$ cat config.mk
export PLATFORM = sky130hd
export DESIGN_NAME = hsl_to_rgb_converter
export DESIGN_NICKNAME = d
export VERILOG_FILES = /design/src/rtl/core/hsl_pkg.sv /design/src/rtl/core/hsl_front.sv /design/src/rtl/core/hsl_queue.sv /design/src/rtl/core/hsl_back.sv /design/src/rtl/core/hsl_to_rgb_converter.sv
export SDC_FILE = /design/constraint.sdc
export NUM_CORES = 2
export LEC_CHECK = 0
export BUFFER_PORTS_ARGS = -buffer_cell sky130_fd_sc_hd__buf_4
export CAP_MARGIN = 0
export CORE_ASPECT_RATIO = 0.8
export CORE_MARGIN = 5
export CORE_UTILIZATION = 60
export DETAILED_ROUTE_END_ITERATION = 16
export PLACE_DENSITY = 0.77
export SLEW_MARGIN = 20
export SYNTH_ARGS = -nofsm -noshare
export SYNTH_HDL_FRONTEND = slang
export SYNTH_SLANG_ARGS = --single-unit
$ cat constraint.sdc
create_clock -name clk -period 13.2 [get_ports clk]
set_clock_uncertainty 0.15 [all_clocks]
set_input_delay 0.66 -clock clk [delete_from_list [all_inputs] [get_ports clk]]
set_output_delay 0.66 -clock clk [all_outputs]
set_load 0.01 [all_outputs]
$ cat src/rtl/core/hsl_pkg.sv
// Shared types, fixed-point constants and helpers for the HSL to RGB converter.
// No dependencies; imported by every module of the block.
package hsl_pkg;

  localparam int unsigned FX_W  = 17;
  localparam int unsigned HUE_W = 16;

  typedef logic [FX_W-1:0]  fx_t;
  typedef logic [HUE_W-1:0] hue_t;

  // 1.0 and 0.5 in 16-fraction-bit fixed point
  localparam fx_t  FX_ONE    = 17'h10000;
  localparam fx_t  FX_HALF   = 17'h08000;
  // one third of a turn, and the same offset going the other way
  localparam hue_t HUE_THIRD     = 16'd21845;
  localparam hue_t HUE_NEG_THIRD = 16'd43691;

  localparam int unsigned LANE_CNT   = 3;
  localparam int unsigned LANE_RED   = 0;
  localparam int unsigned LANE_GREEN = 1;
  localparam int unsigned LANE_BLUE  = 2;

  // hue ramp segments, selected from 6*t
  typedef logic [1:0] seg_t;
  localparam seg_t SEG_RISE = 2'd0;
  localparam seg_t SEG_HIGH = 2'd1;
  localparam seg_t SEG_FALL = 2'd2;
  localparam seg_t SEG_LOW  = 2'd3;

  // one queued request: the two levels, the hue and the pass-through alpha
  typedef struct packed {
    fx_t  p;
    fx_t  q;
    hue_t hue;
    fx_t  alpha;
  } hsl_item_t;

  // saturate a non-negative 19-bit value to 0..1.0
  function automatic fx_t clamp_one(input logic [FX_W+1:0] v);
    fx_t res;
    if (v > {2'b00, FX_ONE}) begin
      res = FX_ONE;
    end else begin
      res = v[FX_W-1:0];
    end
    return res;
  endfunction

endpackage

$ cat src/rtl/core/hsl_front.sv
// Front end: accepts a request, clamps S and L, forms L*S and then the levels q and p.
// Depends on hsl_pkg.
module hsl_front (
  input  logic               clk,
  input  logic               rst_n,
  input  logic               in_valid,
  output logic               in_stall,
  input  hsl_pkg::hue_t      in_hue,
  input  hsl_pkg::fx_t       in_saturation,
  input  hsl_pkg::fx_t       in_lightness,
  input  hsl_pkg::fx_t       in_alpha_in,
  output logic               push_valid,
  input  logic               push_stall,
  output hsl_pkg::hsl_item_t push_item
);
  import hsl_pkg::*;

  fx_t               s_c;
  fx_t               l_c;
  logic [2*FX_W-1:0] prod_c;
  logic              a_load;
  logic              a_valid_r;
  logic              a_valid_nxt;
  fx_t               a_s_r;
  fx_t               a_l_r;
  fx_t               a_ls_r;
  hue_t              a_hue_r;
  fx_t               a_alpha_r;
  logic [FX_W+1:0]   qv_c;
  logic [FX_W+1:0]   l2_c;
  fx_t               q_c;
  fx_t               p_c;

  assign s_c    = (in_saturation > FX_ONE) ? FX_ONE : in_saturation;
  assign l_c    = (in_lightness > FX_ONE) ? FX_ONE : in_lightness;
  assign prod_c = l_c * s_c;

  assign in_stall    = a_valid_r && push_stall;
  assign a_load      = in_valid && !in_stall;
  assign a_valid_nxt = a_load || (a_valid_r && push_stall);

  always_ff @(posedge clk) begin
    if (!rst_n) begin
      a_valid_r <= 1'b0;
    end else begin
      a_valid_r <= a_valid_nxt;
    end
  end

  always_ff @(posedge clk) begin
    if (a_load) begin
      a_s_r     <= s_c;
      a_l_r     <= l_c;
      a_ls_r    <= prod_c[2*FX_W-2:FX_W-1];
      a_hue_r   <= in_hue;
      a_alpha_r <= in_alpha_in;
    end
  end

  // q and p; zero saturation falls out as q = p = L
  always_comb begin
    if (a_l_r < FX_HALF) begin
      qv_c = {2'b00, a_l_r} + {2'b00, a_ls_r};
    end else begin
      qv_c = {2'b00, a_l_r} + {2'b00, a_s_r} - {2'b00, a_ls_r};
    end
    q_c  = clamp_one(qv_c);
    l2_c = {1'b0, a_l_r, 1'b0};
    if (l2_c < {2'b00, q_c}) begin
      p_c = '0;
    end else begin
      p_c = clamp_one(l2_c - {2'b00, q_c});
    end
    if (p_c > q_c) begin
      p_c = q_c;
    end
  end

  assign push_valid      = a_valid_r;
  assign push_item.p     = p_c;
  assign push_item.q     = q_c;
  assign push_item.hue   = a_hue_r;
  assign push_item.alpha = a_alpha_r;

endmodule

$ cat src/rtl/core/hsl_queue.sv
// Short request queue between front and back end, register based.
// Depends on hsl_pkg.
module hsl_queue #(
  parameter int unsigned DEPTH = 4
) (
  input  logic               clk,
  input  logic               rst_n,
  input  logic               push_valid,
  output logic               push_stall,
  input  hsl_pkg::hsl_item_t push_item,
  output logic               pop_valid,
  input  logic               pop_stall,
  output hsl_pkg::hsl_item_t pop_item
);
  import hsl_pkg::*;

  localparam int unsigned PTR_W = (DEPTH > 1) ? $clog2(DEPTH) : 1;
  localparam int unsigned CNT_W = $clog2(DEPTH + 1);

  hsl_item_t        mem_r [DEPTH];
  logic [PTR_W-1:0] wr_ptr_r;
  logic [PTR_W-1:0] wr_ptr_nxt;
  logic [PTR_W-1:0] rd_ptr_r;
  logic [PTR_W-1:0] rd_ptr_nxt;
  logic [CNT_W-1:0] count_r;
  logic [CNT_W-1:0] count_nxt;
  logic             push;
  logic             pop;

  assign push_stall = (count_r == CNT_W'(DEPTH));
  assign pop_valid  = (count_r != '0);
  assign push       = push_valid && !push_stall;
  assign pop        = pop_valid && !pop_stall;
  assign pop_item   = mem_r[rd_ptr_r];

  always_comb begin
    wr_ptr_nxt = wr_ptr_r;
    rd_ptr_nxt = rd_ptr_r;
    count_nxt  = count_r;
    if (push) begin
      wr_ptr_nxt = (wr_ptr_r == PTR_W'(DEPTH - 1)) ? '0 : wr_ptr_r + 1'b1;
    end
    if (pop) begin
      rd_ptr_nxt = (rd_ptr_r == PTR_W'(DEPTH - 1)) ? '0 : rd_ptr_r + 1'b1;
    end
    if (push && !pop) begin
      count_nxt = count_r + 1'b1;
    end else if (pop && !push) begin
      count_nxt = count_r - 1'b1;
    end
  end

  always_ff @(posedge clk) begin
    if (!rst_n) begin
      wr_ptr_r <= '0;
      rd_ptr_r <= '0;
      count_r  <= '0;
    end else begin
      wr_ptr_r <= wr_ptr_nxt;
      rd_ptr_r <= rd_ptr_nxt;
      count_r  <= count_nxt;
    end
  end

  always_ff @(posedge clk) begin
    if (push) begin
      mem_r[wr_ptr_r] <= push_item;
    end
  end

`ifndef NO_ASSERTIONS
  a_count_bound: assert property (@(posedge clk) disable iff (!rst_n)
    count_r <= CNT_W'(DEPTH))
    else $error("queue fill count above depth");

  a_count_track: assert property (@(posedge clk) disable iff (!rst_n)
    (push && !pop) |=> (count_r == $past(count_r) + 1'b1))
    else $error("queue fill count lost a push");
`endif

endmodule

$ cat src/rtl/core/hsl_back.sv
// Back end: evaluates the hue ramp for red, green and blue and holds the result.
// Depends on hsl_pkg.
module hsl_back (
  input  logic               clk,
  input  logic               rst_n,
  input  logic               pop_valid,
  output logic               pop_stall,
  input  hsl_pkg::hsl_item_t pop_item,
  output logic               out_valid,
  input  logic               out_stall,
  output hsl_pkg::fx_t       out_red,
  output hsl_pkg::fx_t       out_green,
  output hsl_pkg::fx_t       out_blue,
  output hsl_pkg::fx_t       out_alpha_out
);
  import hsl_pkg::*;

  hue_t              t_c    [LANE_CNT];
  logic [FX_W+1:0]   u_c    [LANE_CNT];
  seg_t              seg_c  [LANE_CNT];
  fx_t               mul_c  [LANE_CNT];
  logic [2*FX_W-1:0] prod_c [LANE_CNT];
  fx_t               d_c;
  seg_t              b1_seg_r  [LANE_CNT];
  fx_t               b1_frac_r [LANE_CNT];
  fx_t               b1_p_r;
  fx_t               b1_q_r;
  fx_t               b1_alpha_r;
  logic              b1_valid_r;
  logic              b1_valid_nxt;
  logic              b1_load;
  logic              b1_ready;
  fx_t               v_c [LANE_CNT];
  logic              out_ready;
  logic              out_load;
  logic              out_valid_r;
  logic              out_valid_nxt;
  fx_t               out_red_r;
  fx_t               out_green_r;
  fx_t               out_blue_r;
  fx_t               out_alpha_r;

  assign out_ready     = !out_valid_r || !out_stall;
  assign b1_ready      = !b1_valid_r || out_ready;
  assign pop_stall     = !b1_ready;
  assign b1_load       = pop_valid && b1_ready;
  assign b1_valid_nxt  = b1_load || (b1_valid_r && !out_ready);
  assign out_load      = b1_valid_r && out_ready;
  assign out_valid_nxt = out_load || (out_valid_r && out_stall);

  assign d_c    = pop_item.q - pop_item.p;
  assign t_c[LANE_RED]   = pop_item.hue + HUE_THIRD;
  assign t_c[LANE_GREEN] = pop_item.hue;
  assign t_c[LANE_BLUE]  = pop_item.hue + HUE_NEG_THIRD;

  // stage 1: pick the segment and the ramp position, multiply by q - p
  always_comb begin
    for (int i = 0; i < LANE_CNT; i++) begin
      u_c[i] = {t_c[i], 2'b00} + {1'b0, t_c[i], 1'b0};
      case (u_c[i][FX_W+1:FX_W-1])
        3'd0: begin
          seg_c[i] = SEG_RISE;
          mul_c[i] = {1'b0, u_c[i][FX_W-2:0]};
        end
        3'd1, 3'd2: begin
          seg_c[i] = SEG_HIGH;
          mul_c[i] = '0;
        end
        3'd3: begin
          seg_c[i] = SEG_FALL;
          mul_c[i] = FX_ONE - {1'b0, u_c[i][FX_W-2:0]};
        end
        default: begin
          seg_c[i] = SEG_LOW;
          mul_c[i] = '0;
        end
      endcase
      prod_c[i] = d_c * mul_c[i];
    end
  end

  always_ff @(posedge clk) begin
    if (!rst_n) begin
      b1_valid_r  <= 1'b0;
      out_valid_r <= 1'b0;
    end else begin
      b1_valid_r  <= b1_valid_nxt;
      out_valid_r <= out_valid_nxt;
    end
  end

  always_ff @(posedge clk) begin
    if (b1_load) begin
      for (int i = 0; i < LANE_CNT; i++) begin
        b1_seg_r[i]  <= seg_c[i];
        b1_frac_r[i] <= prod_c[i][2*FX_W-2:FX_W-1];
      end
      b1_p_r     <= pop_item.p;
      b1_q_r     <= pop_item.q;
      b1_alpha_r <= pop_item.alpha;
    end
  end

  // stage 2: rise and fall add the lower level and saturate; high takes q, low p
  always_comb begin
    for (int i = 0; i < LANE_CNT; i++) begin
      case (b1_seg_r[i])
        SEG_RISE, SEG_FALL: v_c[i] = clamp_one({2'b00, b1_p_r} + {2'b00, b1_frac_r[i]});
        SEG_HIGH:           v_c[i] = b1_q_r;
        default:            v_c[i] = b1_p_r;
      endcase
    end
  end

  always_ff @(posedge clk) begin
    if (out_load) begin
      out_red_r   <= v_c[LANE_RED];
      out_green_r <= v_c[LANE_GREEN];
      out_blue_r  <= v_c[LANE_BLUE];
      out_alpha_r <= b1_alpha_r;
    end
  end

  assign out_valid     = out_valid_r;
  assign out_red       = out_red_r;
  assign out_green     = out_green_r;
  assign out_blue      = out_blue_r;
  assign out_alpha_out = out_alpha_r;

`ifndef NO_ASSERTIONS
  a_b1_hold: assert property (@(posedge clk) disable iff (!rst_n)
    (b1_valid_r && !out_ready) |=> (b1_valid_r && $stable(b1_p_r) && $stable(b1_q_r)))
    else $error("ramp stage dropped a held request");
`endif

endmodule

$ cat src/rtl/core/hsl_to_rgb_converter.sv
// Top level of the HSL to RGB converter: front end, request queue, ramp back end.
// Depends on hsl_pkg, hsl_front, hsl_queue and hsl_back.
//
//   channel | ports                                   | handshake
//   --------+-----------------------------------------+------------------
//   in      | in_hue, in_saturation, in_lightness,    | in_valid/in_stall
//           | in_alpha_in                             |
//   out     | out_red, out_green, out_blue,           | out_valid/out_stall
//           | out_alpha_out                           |
//
// Throughput: one request per cycle while out_stall is low; the queue pushes and
// pops in the same cycle, so front and back end each move one request a cycle.
// Path: an accepted request loads the front register, then a queue slot, the ramp
// multiply register and the output register, which drives out_valid.
// Reset: synchronous, clears valid flags, queue pointers and count only; no sweep.
// Stalls: out_stall holds the output and ramp stages; the front end accepts until
// the QUEUE_DEPTH-entry queue and its register are full, then raises in_stall.
module hsl_to_rgb_converter #(
  parameter int unsigned QUEUE_DEPTH = 4
) (
  input  logic          clk,
  input  logic          rst_n,
  input  logic          in_valid,
  output logic          in_stall,
  input  hsl_pkg::hue_t in_hue,
  input  hsl_pkg::fx_t  in_saturation,
  input  hsl_pkg::fx_t  in_lightness,
  input  hsl_pkg::fx_t  in_alpha_in,
  output logic          out_valid,
  input  logic          out_stall,
  output hsl_pkg::fx_t  out_red,
  output hsl_pkg::fx_t  out_green,
  output hsl_pkg::fx_t  out_blue,
  output hsl_pkg::fx_t  out_alpha_out
);
  import hsl_pkg::*;

  // front end to queue
  logic      push_valid;
  logic      push_stall;
  hsl_item_t push_item;
  // queue to back end
  logic      pop_valid;
  logic      pop_stall;
  hsl_item_t pop_item;

  // clamp S and L, form q and p
  hsl_front u_front (
    .clk           (clk),
    .rst_n         (rst_n),
    .in_valid      (in_valid),
    .in_stall      (in_stall),
    .in_hue        (in_hue),
    .in_saturation (in_saturation),
    .in_lightness  (in_lightness),
    .in_alpha_in   (in_alpha_in),
    .push_valid    (push_valid),
    .push_stall    (push_stall),
    .push_item     (push_item)
  );

  // decouple the two halves so each can stall on its own
  hsl_queue #(
    .DEPTH (QUEUE_DEPTH)
  ) u_queue (
    .clk        (clk),
    .rst_n      (rst_n),
    .push_valid (push_valid),
    .push_stall (push_stall),
    .push_item  (push_item),
    .pop_valid  (pop_valid),
    .pop_stall  (pop_stall),
    .pop_item   (pop_item)
  );

  // evaluate the hue ramp for the three channels
  hsl_back u_back (
    .clk           (clk),
    .rst_n         (rst_n),
    .pop_valid     (pop_valid),
    .pop_stall     (pop_stall),
    .pop_item      (pop_item),
    .out_valid     (out_valid),
    .out_stall     (out_stall),
    .out_red       (out_red),
    .out_green     (out_green),
    .out_blue      (out_blue),
    .out_alpha_out (out_alpha_out)
  );

`ifndef NO_ASSERTIONS
  a_out_range: assert property (@(posedge clk) disable iff (!rst_n)
    out_valid |-> ((out_red <= FX_ONE) && (out_green <= FX_ONE) && (out_blue <= FX_ONE)))
    else $error("color channel above 1.0");

  a_zero_sat_grey: assert property (@(posedge clk) disable iff (!rst_n)
    (push_valid && (push_item.p == push_item.q)) |-> (push_item.q <= FX_ONE))
    else $error("level out of range on grey request");
`endif

endmodule

==> flow_results.org <==
** STA
- Crit path setup slack, layout :: 0.610 ns
- Number of setup violations in the final report :: 0
- Shortest clock period the worst path allows after layout :: 12.59 ns
- Headroom to the max-slew limit came out at 0.104.
- At the pin with the least slew margin, the transition time is 1.33 ns.
- Fin Setup TNS :: 0 ns
- The count of endpoints failing hold in the final timing report is 0.
- In the finished design, the share of the clock period the worst path needs comes to 0.954.
- F_max :: 0.0794 GHz
- The count of pins over their slew limit is 0.

** Clock tree
- CTS root buffer :: sky130_fd_sc_hd__clkbuf_16
- The clock net in this run drives a total of 540 sinks.
- Clock-pin slew was measured on the worst setup and hold paths at 0.08 ns.
- Buffer depth of the longest clock path :: 3
- TritonCTS built the clock tree.
- The H-tree was split into 2 levels.
- Clock Latency Late Sink :: 0.61 ns
- Counting the buffers created by CTS gives 48.

** Drt
- Number of design rule violations left after detail routing :: 0
- Wires add up to 184 mm.
- In the final routed layout, each cell accounts on average for 22.3 um.
- First-pass iteration count of the detailed router :: 8
- Across all layers, the routed design uses 49900 vias.
- Using the TritonRoute via totals, the vias-per-cell ratio works out to 6.05.
- For this block, the initial DRC count from the detailed router was 5036.
- Remaining antenna violation count after routing :: 0

** Global route
- The number of global-route vias before repair is 49800.
- Congestion Overflow GR :: 0
- Wire length of the first global-routing pass :: 286 mm
- For this run, the total global-route usage over all layers was measured as 0.315.
- Entering global routing, the biggest net connects 77 pins.
- The initial antenna violation count is 5.

** Worst hold path
- For hold timing, the worst endpoint is u_front.a_hue_r[9]$_DFFE_PP_.
- Hold-critical path depth :: 1
- The min-delay analysis places its worst path in the category in -> reg.
- Min-delay src :: in_hue[9]

** Synth
- Yosys mapped the design onto 104 distinct sky130hd cell types.
- The most used flip-flop cell after synthesis is sky130_fd_sc_hd__edfxtp_1.
- The most common cell in the synthesized netlist is sky130_fd_sc_hd__inv_1.
- Commonest cells post-synth :: 1210 x sky130_fd_sc_hd__inv_1, 867 x sky130_fd_sc_hd__nand2_1, 851 x sky130_fd_sc_hd__fa_1, 670 x sky130_fd_sc_hd__ha_1, 572 x sky130_fd_sc_hd__nor2_1
- Post-synth top area share :: 0.259
- Counting every net in the synthesized netlist gives 8304.
- By area the synthesized netlist is led by sky130_fd_sc_hd__fa_1 26%, sky130_fd_sc_hd__edfxtp_1 24%, sky130_fd_sc_hd__ha_1 13%, sky130_fd_sc_hd__inv_1 6.9%, sky130_fd_sc_hd__nand2_1 4.9%.
- Cells after synthesis :: 6712
- Cell taking the most area after synthesis :: sky130_fd_sc_hd__fa_1
- Mean instance size in the synthesized netlist :: 9.81 um2
- Counting flops and latches in the post-synthesis netlist gives 540.
- In the synthesized netlist the async set-or-reset flop fraction comes to 0.
- In this run, synthesis inferred 528 flip-flops with an integrated enable.
- For this run, the register share of the synthesized area comes to 0.245.
- Count of warnings emitted by yosys :: 0
- Syn Std Cell Area :: 0.0658 mm2

** Critical path
- For the worst setup path, the data arrival time is 12.79 ns.
- STA classifies the critical path endpoint as a register.
- Nature of the critical path startpoint :: register
- Kind of critical path :: reg -> reg
- Flop2flop setup slack :: 0.61 ns
- In this run the worst path has a maximum fanout of 16.
- The worst register-to-register path has a depth of 46.
- In this run the critical register-to-register path is captured at u_back.b1_frac_r[0][16]$_DFFE_PP_.
- By instance count, the cell type seen most on the critical path is sky130_fd_sc_hd__fa_1.
- On the worst path, the slowest cell contributes a delay of 0.85 ns.
- Endpoint required time on the critical path :: 13.40 ns
- The slowest stage of the critical path belongs to the cell sky130_fd_sc_hd__o21ai_1.

** Floorplan
- The floorplan has 108 rows.
- Measured along the x axis, the die boundary spans 380 um.
- Die height :: 306 um
- The initial utilization of the core area, before any placement, comes to 0.606.
- During I/O placement, the number of pins put on the boundary was 141.
- The floorplan step defined a die boundary enclosing 0.116 mm2.
- Core outline area :: 0.109 mm2

** Cells and area
- Final Util :: 0.650
- Relative to the synthesized area, the layout overhead comes to 7.24%.
- Fill cells in the final layout number 8636.
- At the end of the flow, the number of nets in the layout was 8370.
- Area of the multi-input gates :: 0.0445 mm2
- In the final layout, flip-flops and latches occupy 0.0161 mm2.
- In the final layout, the share of cells above drive strength 1 is 0.0857.

** Placement
- Detailed placement ended at an HPWL of 143 mm.
- Timing analysis after detailed placement gives a worst setup slack of 0.305 ns.
- Port buffering added 140 buffers.
- The congestion estimate from routability-driven global placement came to 0.997.

** Run
- Max Cap Viol :: 0

** Run status
- The run finished with clean final reports.
cells by family after synthesis:
| kind of cell | share of synthesized area |
|---|---|
| AND/OR/NAND/NOR | 0.137 |
| buffers and inverters | 0.0839 |
| adder cells (fa/ha/maj) | 0.386 |
| AO/OA/AOI/OAI | 0.0791 |
| flip-flops | 0.245 |
| multiplexers | 0.0347 |
| XOR/XNOR | 0.0344 |
sequential cells by signal, summed over array words and instances (netlist names), 3 cells and up, named ones only:
signal / count
u_front.a_alpha_r: 17
u_front.a_l_r: 17
u_back.out_green: 17
u_back.out_blue: 17
u_back.b1_seg_r: 6
u_back.b1_q_r: 17
u_front.a_hue_r: 16
u_queue.mem_r: 268
u_back.b1_p_r: 17
u_back.out_alpha_out: 17
u_front.a_s_r: 17
u_back.b1_alpha_r: 17
u_front.a_ls_r: 17
u_queue.count_r: 3
u_back.b1_frac_r: 51
u_back.out_red: 17
cell type report:
cell class | instances | share of cell area
antenna | 4 | 0.000142
clock buffer | 49 | 0.0171
clock inverter | 41 | 0.00620
inverter | 1216 | 0.0647
multi-input combinational | 4715 | 0.631
sequential | 540 | 0.228
tap | 1430 | 0.0253
timing repair buffer | 257 | 0.0274
layer usage:
metal | GRT usage | vias up | share of wire
met1 | 0.461 | 24800 | 0.41
met3 | 0.0893 | 398 | 0.13
met4 | 0.0846 | 0 | 0.033
met5 | 0 | - | 0
li1 | - | 22000 | -
met2 | 0.466 | 2808 | 0.42
metrics by stage:
step	hold WS (ns)	instances	cell area (um2)
global route	0.0509	8248	70600
finish	0.0740	8252	70600
global placement	0.252	8156	68800
floorplan	0.250	6712	65800
detailed placement	0.256	8156	68800
CTS	0.0529	8246	70400
worst max-delay path, delay by kind of cell, from the launching register on:
kind / cells / cell delay (ns)
xor gates and xnor gates: 2 / 0.43
AOI/OAI and AO/OA: 15 / 4.01
DFF: 1 / 0.50
adders and majority gates: 9 / 4.02
muxes: 1 / 0.34
and+or+nand+nor: 13 / 2.32
buffers and inverters: 6 / 0.53
cell usage in the layout (no fill, tap or decap), drive strengths merged, types with 39 or more instances in the layout:
cell type	Yosys	layout
nand3	67	67
nand2b	104	104
nand2	867	867
xnor2	180	180
clkbuf	197	50
a21oi	185	185
xor2	77	77
mux2	53	53
o21a	42	42
and3	39	39
mux4	66	66
nor2b	72	72
inv	1214	1218
buf	44	256
o21ai	182	182
ha	670	670
a21o	81	81
and2	47	47
nor3	63	63
nor2	572	572
fa	851	851
edfxtp	528	528
what timing repair did:
item | CTS | global route
gates resized for setup | 0 | 20
setup endpoints to repair | 0 | 69
setup buffers | 0 | 1
hold buffers | 0 | 0
worst max path at each step:
stage                                     from                           endpoint  slack, ns  cells past startpoint
floorplan           u_front.a_l_r[0]$_DFFE_PP_     u_queue.mem_r[0][52]$_DFFE_PP_       1.66                     62
global placement    u_front.a_l_r[0]$_DFFE_PP_     u_queue.mem_r[0][59]$_DFFE_PP_       0.65                     58
detailed placement  u_front.a_l_r[0]$_DFFE_PP_     u_queue.mem_r[3][59]$_DFFE_PP_       0.30                     58
CTS                 u_front.a_l_r[0]$_DFFE_PP_     u_queue.mem_r[1][59]$_DFFE_PP_       0.22                     58
global route        u_front.a_l_r[0]$_DFFE_PP_     u_queue.mem_r[0][62]$_DFFE_PP_      -0.03                     60
finish                                register  u_back.b1_frac_r[0][16]$_DFFE_PP_       0.61                     46
Power is not shown: default switching activity piles up to over one toggle a cycle in this logic, so the estimate is an artifact.
